`src/rtl/bqdf_pkg.sv`:
```
// Shared types, constants and the sequencer microcode for the biquad filter.
package bqdf_pkg;

   // Fixed formats of the coefficient, delay, product and accumulator words.
   localparam int COEF_W    = 18;
   localparam int DELAY_W   = 32;
   localparam int PROD_W    = COEF_W + DELAY_W;
   localparam int ACC_W     = PROD_W + 4;
   localparam int W_SHIFT   = 16;
   localparam int ACC_FRAC  = 41;
   localparam int CSR_IDX_W = 3;
   localparam int STEP_W    = 3;

   // Reset values of the coefficients (Q2.16).
   localparam logic signed [COEF_W-1:0] COEF_ONE  = 18'sd65536;
   localparam logic signed [COEF_W-1:0] COEF_ZERO = 18'sd0;

   // Configuration register indexes.
   typedef enum logic [CSR_IDX_W-1:0] {
      REG_B0 = 3'd0,
      REG_B1 = 3'd1,
      REG_B2 = 3'd2,
      REG_A1 = 3'd3,
      REG_A2 = 3'd4
   } reg_index_type;

   // Coefficient set as held by the configuration registers.
   typedef struct packed {
      logic signed [COEF_W-1:0] b0;
      logic signed [COEF_W-1:0] b1;
      logic signed [COEF_W-1:0] b2;
      logic signed [COEF_W-1:0] a1;
      logic signed [COEF_W-1:0] a2;
   } coef_set_type;

   // Multiplier coefficient select.
   typedef enum logic [2:0] {
      CS_A1,
      CS_A2,
      CS_B0,
      CS_B1,
      CS_B2
   } coef_sel_type;

   // Multiplier delay-word select.
   typedef enum logic [1:0] {
      OS_W1,
      OS_W2,
      OS_W
   } opnd_sel_type;

   // Accumulator operations.
   typedef enum logic [2:0] {
      ACC_HOLD,
      ACC_LOAD_X,
      ACC_SUB,
      ACC_ADD,
      ACC_LOAD_PROD
   } acc_op_type;

   // Conditional jumps: stay at the target while the condition holds.
   typedef enum logic [1:0] {
      JMP_NONE,
      JMP_WAIT_IN,
      JMP_WAIT_OUT
   } jmp_type;

   // One microcode word.
   typedef struct packed {
      jmp_type               jmp;
      logic [STEP_W-1:0]     target;
      logic                  take_in;
      logic                  load_out;
      coef_sel_type          coef_sel;
      opnd_sel_type          opnd_sel;
      acc_op_type            acc_op;
      logic                  load_w;
   } ctrl_word_type;

   // Control group from the sequencer to the datapath.
   typedef struct packed {
      logic                  take_in;
      logic                  load_out;
      coef_sel_type          coef_sel;
      opnd_sel_type          opnd_sel;
      acc_op_type            acc_op;
      logic                  load_w;
   } dp_ctrl_type;

   // Microcode program. The multiplier result is registered, so each
   // accumulate step uses the product started in the previous step.
   function automatic ctrl_word_type rom_word(input logic [STEP_W-1:0] step);
      ctrl_word_type word;
      word = '{jmp: JMP_NONE, target: '0, take_in: 1'b0, load_out: 1'b0,
               coef_sel: CS_A1, opnd_sel: OS_W1, acc_op: ACC_HOLD, load_w: 1'b0};
      unique case (step)
         // Wait for a sample and latch it with its delay pair.
         3'd0: begin
            word.jmp     = JMP_WAIT_IN;
            word.target  = 3'd0;
            word.take_in = 1'b1;
         end
         // Load the scaled sample, start a1*w1.
         3'd1: begin
            word.coef_sel = CS_A1;
            word.opnd_sel = OS_W1;
            word.acc_op   = ACC_LOAD_X;
         end
         // Subtract a1*w1, start a2*w2.
         3'd2: begin
            word.coef_sel = CS_A2;
            word.opnd_sel = OS_W2;
            word.acc_op   = ACC_SUB;
         end
         // Subtract a2*w2, start b1*w1.
         3'd3: begin
            word.coef_sel = CS_B1;
            word.opnd_sel = OS_W1;
            word.acc_op   = ACC_SUB;
         end
         // Take w from the finished sum, restart the sum with b1*w1, start b2*w2.
         3'd4: begin
            word.coef_sel = CS_B2;
            word.opnd_sel = OS_W2;
            word.acc_op   = ACC_LOAD_PROD;
            word.load_w   = 1'b1;
         end
         // Add b2*w2, start b0*w.
         3'd5: begin
            word.coef_sel = CS_B0;
            word.opnd_sel = OS_W;
            word.acc_op   = ACC_ADD;
         end
         // Add b0*w.
         3'd6: begin
            word.acc_op = ACC_ADD;
         end
         // Hand y to the output register once it is free; the counter then
         // wraps to the first step.
         3'd7: begin
            word.jmp      = JMP_WAIT_OUT;
            word.target   = 3'd7;
            word.load_out = 1'b1;
         end
         default: begin
            word.jmp = JMP_NONE;
         end
      endcase
      return word;
   endfunction

endpackage

```
`src/rtl/bqdf_seq.sv`:
```
// Microcode sequencer: step counter, program table and conditional jumps.
module bqdf_seq (
   input  logic                  clock,
   input  logic                  reset,
   input  logic                  in_valid,
   input  logic                  out_busy,
   output logic                  in_ready,
   output bqdf_pkg::dp_ctrl_type ctrl
);
   import bqdf_pkg::*;

   logic [STEP_W-1:0] step_ff;
   logic [STEP_W-1:0] step_in;
   ctrl_word_type     word;
   logic              hold;

   // Decode the current word and evaluate its jump condition.
   always_comb begin
      word = rom_word(step_ff);
      unique case (word.jmp)
         JMP_WAIT_IN:  hold = !in_valid;
         JMP_WAIT_OUT: hold = out_busy;
         default:      hold = 1'b0;
      endcase
      step_in = hold ? word.target : step_ff + 1'b1;
   end

   // Drive the datapath; the handshake steps only act when not held.
   always_comb begin
      in_ready       = (word.jmp == JMP_WAIT_IN);
      ctrl.take_in   = word.take_in && !hold;
      ctrl.load_out  = word.load_out && !hold;
      ctrl.coef_sel  = word.coef_sel;
      ctrl.opnd_sel  = word.opnd_sel;
      ctrl.acc_op    = word.acc_op;
      ctrl.load_w    = word.load_w;
   end

   always_ff @(posedge clock) begin
      if (reset) begin
         step_ff <= '0;
      end else begin
         step_ff <= step_in;
      end
   end

endmodule

```
`src/rtl/bqdf_datapath.sv`:
```
// Shared multiply-accumulate datapath with rounding and saturation.
module bqdf_datapath #(
   parameter int SAMPLE_BITS = 24
) (
   input  logic                                    clock,
   input  bqdf_pkg::dp_ctrl_type                   ctrl,
   input  bqdf_pkg::coef_set_type                  coefs,
   input  logic signed [SAMPLE_BITS-1:0]           sample,
   input  logic signed [bqdf_pkg::DELAY_W-1:0]     rd_w1,
   input  logic signed [bqdf_pkg::DELAY_W-1:0]     rd_w2,
   output logic signed [bqdf_pkg::DELAY_W-1:0]     w_out,
   output logic signed [bqdf_pkg::DELAY_W-1:0]     w1_out,
   output logic signed [SAMPLE_BITS-1:0]           y_out
);
   import bqdf_pkg::*;

   localparam int OUT_SHIFT = ACC_FRAC - SAMPLE_BITS;
   localparam logic signed [ACC_W-1:0] W_HI = (ACC_W'(1) <<< (DELAY_W - 1)) - 1;
   localparam logic signed [ACC_W-1:0] W_LO = -W_HI - 1;
   localparam logic signed [ACC_W-1:0] Y_HI = (ACC_W'(1) <<< (SAMPLE_BITS - 1)) - 1;
   localparam logic signed [ACC_W-1:0] Y_LO = -Y_HI - 1;
   localparam logic signed [ACC_W-1:0] W_HALF = ACC_W'(1) <<< (W_SHIFT - 1);
   localparam logic signed [ACC_W-1:0] Y_HALF = ACC_W'(1) <<< (OUT_SHIFT - 1);

   logic signed [SAMPLE_BITS-1:0] x_ff, x_in;
   logic signed [DELAY_W-1:0]     w1_ff, w1_in;
   logic signed [DELAY_W-1:0]     w2_ff, w2_in;
   logic signed [DELAY_W-1:0]     w_ff, w_in;
   logic signed [PROD_W-1:0]      prod_ff, prod_in;
   logic signed [ACC_W-1:0]       acc_ff, acc_in;

   logic signed [COEF_W-1:0]      coef_mux;
   logic signed [DELAY_W-1:0]     opnd_mux;
   logic signed [ACC_W-1:0]       w_shr;
   logic signed [ACC_W-1:0]       y_shr;
   logic signed [DELAY_W-1:0]     w_sat;

   // Operand registers take the sample and its delay pair on acceptance.
   always_comb begin
      x_in  = ctrl.take_in ? sample : x_ff;
      w1_in = ctrl.take_in ? rd_w1 : w1_ff;
      w2_in = ctrl.take_in ? rd_w2 : w2_ff;
   end

   // Multiplier operand selection and registered product.
   always_comb begin
      case (ctrl.coef_sel)
         CS_A1:   coef_mux = coefs.a1;
         CS_A2:   coef_mux = coefs.a2;
         CS_B0:   coef_mux = coefs.b0;
         CS_B1:   coef_mux = coefs.b1;
         CS_B2:   coef_mux = coefs.b2;
         default: coef_mux = coefs.b0;
      endcase
      case (ctrl.opnd_sel)
         OS_W1:   opnd_mux = w1_ff;
         OS_W2:   opnd_mux = w2_ff;
         OS_W:    opnd_mux = w_ff;
         default: opnd_mux = w1_ff;
      endcase
      prod_in = PROD_W'(coef_mux * opnd_mux);
   end

   // Accumulator.
   always_comb begin
      case (ctrl.acc_op)
         ACC_LOAD_X:    acc_in = ACC_W'(x_ff) <<< OUT_SHIFT;
         ACC_SUB:       acc_in = acc_ff - ACC_W'(prod_ff);
         ACC_ADD:       acc_in = acc_ff + ACC_W'(prod_ff);
         ACC_LOAD_PROD: acc_in = ACC_W'(prod_ff);
         default:       acc_in = acc_ff;
      endcase
   end

   // Round half up, then saturate w to the delay word range.
   always_comb begin
      w_shr = (acc_ff + W_HALF) >>> W_SHIFT;
      if (w_shr > W_HI) begin
         w_sat = DELAY_W'(W_HI);
      end else if (w_shr < W_LO) begin
         w_sat = DELAY_W'(W_LO);
      end else begin
         w_sat = DELAY_W'(w_shr);
      end
      w_in = ctrl.load_w ? w_sat : w_ff;
   end

   // Round half up, then saturate y to the sample range.
   always_comb begin
      y_shr = (acc_ff + Y_HALF) >>> OUT_SHIFT;
      if (y_shr > Y_HI) begin
         y_out = SAMPLE_BITS'(Y_HI);
      end else if (y_shr < Y_LO) begin
         y_out = SAMPLE_BITS'(Y_LO);
      end else begin
         y_out = SAMPLE_BITS'(y_shr);
      end
   end

   assign w_out  = w_ff;
   assign w1_out = w1_ff;

   always_ff @(posedge clock) begin
      x_ff    <= x_in;
      w1_ff   <= w1_in;
      w2_ff   <= w2_in;
      w_ff    <= w_in;
      prod_ff <= prod_in;
      acc_ff  <= acc_in;
   end

endmodule

```
`src/rtl/biquad_df2_allpass_filter.sv`:
```
// Top level of the multichannel Direct Form II biquad filter.
//
// Each accepted word carries one signed sample and its channel number; the
// block returns one filtered, saturated sample with the same channel number.
// From acceptance to the output register a sample takes one step to take
// the word, six steps through the single shared 18x32 multiplier and
// accumulator, and one step to load the output. The input is taken again
// once the result sits in the output register, so no new sample is accepted
// before the one in flight is through; a stalled output holds the sequencer
// in its last step. Coefficients are signed Q2.16 and should be written only
// while no sample is in flight. Delay words are cleared by reset.
module biquad_df2_allpass_filter #(
   parameter int CHANNELS    = 2,
   parameter int SAMPLE_BITS = 24
) (
   input  logic                                clock,
   input  logic                                reset,
   // req_tdata: sample_in [SAMPLE_BITS-1:0], zero padded to whole bytes.
   input  logic [((SAMPLE_BITS+7)/8)*8-1:0]    req_tdata,
   // req_tuser: chan_in [0].
   input  logic                                req_tuser,
   input  logic                                req_tvalid,
   output logic                                req_tready,
   // rsp_tdata: sample_out [SAMPLE_BITS-1:0], zero padded to whole bytes.
   output logic [((SAMPLE_BITS+7)/8)*8-1:0]    rsp_tdata,
   // rsp_tuser: chan_out [0].
   output logic                                rsp_tuser,
   output logic                                rsp_tvalid,
   input  logic                                rsp_tready,
   input  logic                                csr_valid,
   output logic                                csr_ready,
   input  logic [bqdf_pkg::CSR_IDX_W-1:0]      csr_index,
   input  logic [bqdf_pkg::COEF_W-1:0]         csr_data
);
   import bqdf_pkg::*;

   localparam int DATA_W  = ((SAMPLE_BITS + 7) / 8) * 8;
   localparam int CHIDX_W = (CHANNELS > 1) ? $clog2(CHANNELS) : 1;

   dp_ctrl_type                   ctrl;
   coef_set_type                  coef_ff, coef_in;
   logic signed [DELAY_W-1:0]     delay_one_ff [CHANNELS];
   logic signed [DELAY_W-1:0]     delay_two_ff [CHANNELS];
   logic [CHIDX_W-1:0]            idx_in;
   logic [CHIDX_W-1:0]            idx_ff, idx_in_next;
   logic                          chan_ff, chan_in;
   logic                          rsp_valid_ff, rsp_valid_in;
   logic signed [SAMPLE_BITS-1:0] rsp_sample_ff, rsp_sample_in;
   logic                          rsp_chan_ff, rsp_chan_in;
   logic                          out_busy;
   logic signed [DELAY_W-1:0]     w_cur;
   logic signed [DELAY_W-1:0]     w1_cur;
   logic signed [SAMPLE_BITS-1:0] y_cur;

   // Delay pair used is the channel number modulo the channel count.
   assign idx_in = (CHANNELS > 1) ? CHIDX_W'(req_tuser) : '0;

   assign out_busy  = rsp_valid_ff && !rsp_tready;
   assign csr_ready = 1'b1;

   bqdf_seq u_seq (
      .clock    (clock),
      .reset    (reset),
      .in_valid (req_tvalid),
      .out_busy (out_busy),
      .in_ready (req_tready),
      .ctrl     (ctrl)
   );

   bqdf_datapath #(
      .SAMPLE_BITS (SAMPLE_BITS)
   ) u_datapath (
      .clock  (clock),
      .ctrl   (ctrl),
      .coefs  (coef_ff),
      .sample (req_tdata[SAMPLE_BITS-1:0]),
      .rd_w1  (delay_one_ff[idx_in]),
      .rd_w2  (delay_two_ff[idx_in]),
      .w_out  (w_cur),
      .w1_out (w1_cur),
      .y_out  (y_cur)
   );

   // Coefficient writes; unknown indexes are ignored.
   always_comb begin
      coef_in = coef_ff;
      if (csr_valid) begin
         unique case (csr_index)
            REG_B0:  coef_in.b0 = csr_data;
            REG_B1:  coef_in.b1 = csr_data;
            REG_B2:  coef_in.b2 = csr_data;
            REG_A1:  coef_in.a1 = csr_data;
            REG_A2:  coef_in.a2 = csr_data;
            default: coef_in = coef_ff;
         endcase
      end
   end

   // Channel of the sample in flight.
   always_comb begin
      idx_in_next = ctrl.take_in ? idx_in : idx_ff;
      chan_in     = ctrl.take_in ? req_tuser : chan_ff;
   end

   // Output register.
   always_comb begin
      rsp_sample_in = ctrl.load_out ? y_cur : rsp_sample_ff;
      rsp_chan_in   = ctrl.load_out ? chan_ff : rsp_chan_ff;
      if (ctrl.load_out) begin
         rsp_valid_in = 1'b1;
      end else if (rsp_tready) begin
         rsp_valid_in = 1'b0;
      end else begin
         rsp_valid_in = rsp_valid_ff;
      end
   end

   assign rsp_tvalid = rsp_valid_ff;
   assign rsp_tdata  = DATA_W'($unsigned(rsp_sample_ff));
   assign rsp_tuser  = rsp_chan_ff;

   // Control state, coefficients and delay words.
   always_ff @(posedge clock) begin
      if (reset) begin
         rsp_valid_ff <= 1'b0;
         coef_ff      <= '{b0: COEF_ONE, b1: COEF_ZERO, b2: COEF_ZERO,
                           a1: COEF_ZERO, a2: COEF_ZERO};
         for (int i = 0; i < CHANNELS; i++) begin
            delay_one_ff[i] <= '0;
            delay_two_ff[i] <= '0;
         end
      end else begin
         rsp_valid_ff <= rsp_valid_in;
         coef_ff      <= coef_in;
         // The delay pair shifts when the result is handed over.
         if (ctrl.load_out) begin
            delay_two_ff[idx_ff] <= w1_cur;
            delay_one_ff[idx_ff] <= w_cur;
         end
      end
   end

   // Payload registers.
   always_ff @(posedge clock) begin
      idx_ff        <= idx_in_next;
      chan_ff       <= chan_in;
      rsp_sample_ff <= rsp_sample_in;
      rsp_chan_ff   <= rsp_chan_in;
   end

   // One sample is in flight at a time: acceptance closes the input.
   assert property (@(posedge clock) disable iff (reset)
      req_tvalid && req_tready |=> !req_tready)
      else $error("input stayed open after a sample was accepted");

   // A result never overwrites one that is still waiting.
   assert property (@(posedge clock) disable iff (reset)
      ctrl.load_out |-> !out_busy)
      else $error("result loaded while output register was stalled");

   // A taken result without a new one empties the output register.
   assert property (@(posedge clock) disable iff (reset)
      rsp_tvalid && rsp_tready && !ctrl.load_out |=> !rsp_tvalid)
      else $error("output word repeated after it was taken");

   // The output is loaded only while the input is closed.
   assert property (@(posedge clock) disable iff (reset)
      ctrl.load_out |-> !req_tready)
      else $error("result loaded while waiting for a new sample");

endmodule
```
`config.mk`:
```
export PLATFORM = sky130hd
export DESIGN_NAME = biquad_df2_allpass_filter
export DESIGN_NICKNAME = d
export VERILOG_FILES = /design/src/rtl/bqdf_pkg.sv /design/src/rtl/bqdf_seq.sv /design/src/rtl/bqdf_datapath.sv /design/src/rtl/biquad_df2_allpass_filter.sv
export SDC_FILE = /design/constraint.sdc
export NUM_CORES = 2
export LEC_CHECK = 0
export BUFFER_PORTS_ARGS = -buffer_cell sky130_fd_sc_hd__buf_4
export CORE_MARGIN = 2
export CORE_UTILIZATION = 50
export CTS_CLUSTER_DIAMETER = 120
export CTS_CLUSTER_SIZE = 40
export DETAILED_ROUTE_END_ITERATION = 6
export PLACE_DENSITY = 0.66
export SETUP_SLACK_MARGIN = 0.02
export SYNTH_ARGS = -nofsm -noshare
export SYNTH_HDL_FRONTEND = slang
export SYNTH_SLANG_ARGS = --single-unit
export TNS_END_PERCENT = 5
```
`constraint.sdc`:
```
create_clock -name clock -period 16.33 [get_ports clock]
set_clock_uncertainty 0.2 [all_clocks]
set_input_delay 3.266 -clock clock [delete_from_list [all_inputs] [get_ports clock]]
set_output_delay 3.266 -clock clock [all_outputs]
set_load 0.005 [all_outputs]
```
==> run_results.csv <==
group,metric,value,unit
clocking,ctsHoldBuffers,0,
drt,wire_per_inst,21.94,µm
yosys,ys_async_sr_fraction,0,
yosys,syn_nets,5341,
yosys,ys.flop_type,"edfxtp_1",
critical_path,path_common_cell,"fa_1",
timing,worst_pin_slew,1225,ps
die,initial_core_util,0.5058,
place,hpwl,94470,µm
clocking,clock-sinks,472,
timing,final_max_slew_viol_count,0,
place,routabilityCongestion,0.9708,
critical_path,worstPathMaxFanout,48,
critical_path,required,16640,ps
place,numPortBuffers,77,
yosys,yosysMostFrequentCell,"inv_1",
timing,max-slew-margin-rel,0.1835,
yosys,avgSynthCellArea,9.495,µm²
yosys,synth_warnings,0,
die,io_pins,79,
flow_run,max_cap_viol_count,0,
global_routing,grt_pass1_vias,32580,
yosys,synth_seq_cells,472,
clocking,cts_tree,"yes",
finish,multi_input_area,27320,µm²
global_routing,grt_pass1_wl,195600,µm
global_routing,grt_start_max_net_pins,95,
yosys,netlist.area_leader.share,0.2567,
finish,stdcell_count,5671,
critical_path,critPathKind,"register to register",
yosys,synth_cells,4550,
finish,final_area,45840,µm²
yosys,netlist_top_cells_area,"fa_1 26%, edfxtp_1 23%, dfxtp_1 6.7%",
pwr,power.leakage,0.01948,µW
place,place_inst,5643,
drt,wirelength,124400,µm
yosys,netlist_area,43200,µm²
drt,ant_nets,0,
finish,fill_cells,7845,
clocking,insertion_delay,600,ps
timing,layout_min_cycle_time,9774,ps
timing,tns,0,ps
yosys,yosys-top-cells-count,"684 x inv_1, 681 x nand2_1, 554 x fa_1",
finish,fin_nets,5310,
critical_path,crit_start,"u_seq.step_ff[0]",
place,dpl_cell_area,45210,µm²
yosys,synth_largest_area_cell,"fa_1",
die,die_area,88770,µm²
drt,drc,0,
critical_path,critPathLaunchType,"register",
pwr,power,4259,µW
yosys,yosysUniqueCellTypes,79,
die,coreArea,85410,µm²
finish,final_core_util,0.5367,
critical_path,r2r-start,"u_seq.step_ff[0]",
drt,vias,32230,
timing,fmax,0.1023,GHz
clocking,cts.clk_slew.worst_paths,140,ps
min_path,min_from,"coef_ff[28]",
global_routing,grt_overflow_total,0,
timing,fin_crit_sh,0.5985,
finish,num_antenna_cells,0,
yosys,seq_area_frac_synth,0.2947,
critical_path,critPathCaptureType,"register",
clocking,post_cts_resized,0,
clocking,cts-root-buf,"clkbuf_16",
critical_path,arrival,10080,ps
drt,drt_iter0_drc,3149,
critical_path,cp_slowest_cell,"a31oi_4",
die,num_rows,107,
critical_path,slowest_delay,940,ps
clocking,post_cts_buffers,0,
clocking,cts_buffer_depth,3,
timing,grt_setup_unrepaired,"false",
drt,vias_per_cell,5.683,
min_path,hold_path.class,"register to register",
clocking,cts_inserted_buffers,18,
drt,detail_route.first_pass.iterations,7,
pwr,irDropWorstVdd,0.08892,mV
finish,area_growth,6.099,%
status,status,"complete, no violations",
timing,setup_viol,0,
finish,regArea,12730,µm²
die,chipWidth,297.9,µm
global_routing,antenna_found_initial,0,
timing,finalHoldViolCount,0,
clocking,h-tree-depth,1,
pwr,p_per_area,92.92,nW/µm²
die,die_h,297.9,µm
finish,drive_gt1_frac,0.06848,
global_routing,track_usage,0.2842,
yosys,synth_edf_count,328,
## per-stage QoR
step / worst slack, ps / hold WS (ps)
finish: 6556 / 265.3
global placement: 6800 / 242.1
global route: 6015 / 278.7
floorplan: 8069 / 235.7
detailed placement: 6780 / 247.0
CTS: 6645 / 265.2
## placed cells by master, fill, tap and decap left out, drive strengths merged, types with 8 or more instances in the layout
cell,instances
buf,155
ha,186
o211ai,10
and3,26
nand4,26
a22oi,52
a222oi,18
a21o,63
o31ai,14
nand3,54
nor2,315
mux2,66
nor4,13
or2,13
clkbuf,20
or3,8
nor3,39
a211oi,8
nand2b,14
o21a,55
edfxtp,328
nand2,682
o21ai,215
nor2b,14
xor2,91
o21bai,13
inv,686
and2,180
dfxtp,144
xnor2,127
a21oi,220
fa,554
a31oi,23
## critical path: cells and delay by family (launching register included)
family,cells,cell delay (ps)
AOI/OAI and AO/OA,9,2810
DFF,1,390
xor gates and xnor gates,1,140
muxes,1,380
buffers and inverters,6,760
and+or+nand+nor,4,800
adders and majority gates,9,4170
## per-layer routing
layer / wire length (µm) / track usage / vias to the layer above
met5: 0 / 0 / -
li1: - / - / 14600
met2: 55150 / 0.4331 / 1328
met4: 4758 / 0.09320 / 0
met1: 54410 / 0.4170 / 16090
met3: 10120 / 0.04266 / 211
## path summary, 6_finish.rpt
check,endpoint,slack (ps),depth (start not counted)
min reg2reg,coef_ff[28],270,2
min,coef_ff[28],270,2
max reg2reg,u_datapath.prod_ff[47],6560,30
max,u_datapath.prod_ff[47],6560,30
## cell type report
| type | instances | area share |
|---|---|---|
| multi-input combinational | 3188 | 0.5960 |
| clock inverter | 8 | 0.003139 |
| sequential | 472 | 0.2778 |
| timing repair buffer | 155 | 0.02539 |
| tap | 1144 | 0.03123 |
| inverter | 684 | 0.05601 |
| clock buffer | 20 | 0.01045 |
## where the power goes
part	total (µW)	internal [µW]	switching, µW
clock	639	231	408
sequential	1590	1420	170
combinational	2030	767	1260
total	4260	2420	1840
## state kept, by name, indices dropped and copies added (netlist names), 32 cells and up
register / count
delay_one_ff: 64
u_datapath.w_out: 32
u_datapath.w2_ff: 32
u_datapath.w1_out: 32
delay_two_ff: 64
coef_ff: 90
u_datapath.acc_ff: 54
u_datapath.prod_ff: 50
## cell families (layout without fill, tap and decap cells)
family | count (synthesis) | in the layout | synth area share
flops | 472 | 472 | 0.2947
simple gates | 1408 | 1408 | 0.1467
fa+ha+maj | 740 | 740 | 0.3106
xor+xnor | 218 | 218 | 0.04419
other cells | 1 | 1 | 0.00008680
buf+inv | 890 | 867 | 0.07762
compound gates | 752 | 752 | 0.1081
mux | 69 | 69 | 0.01798
(Power assumes the default switching activity.)
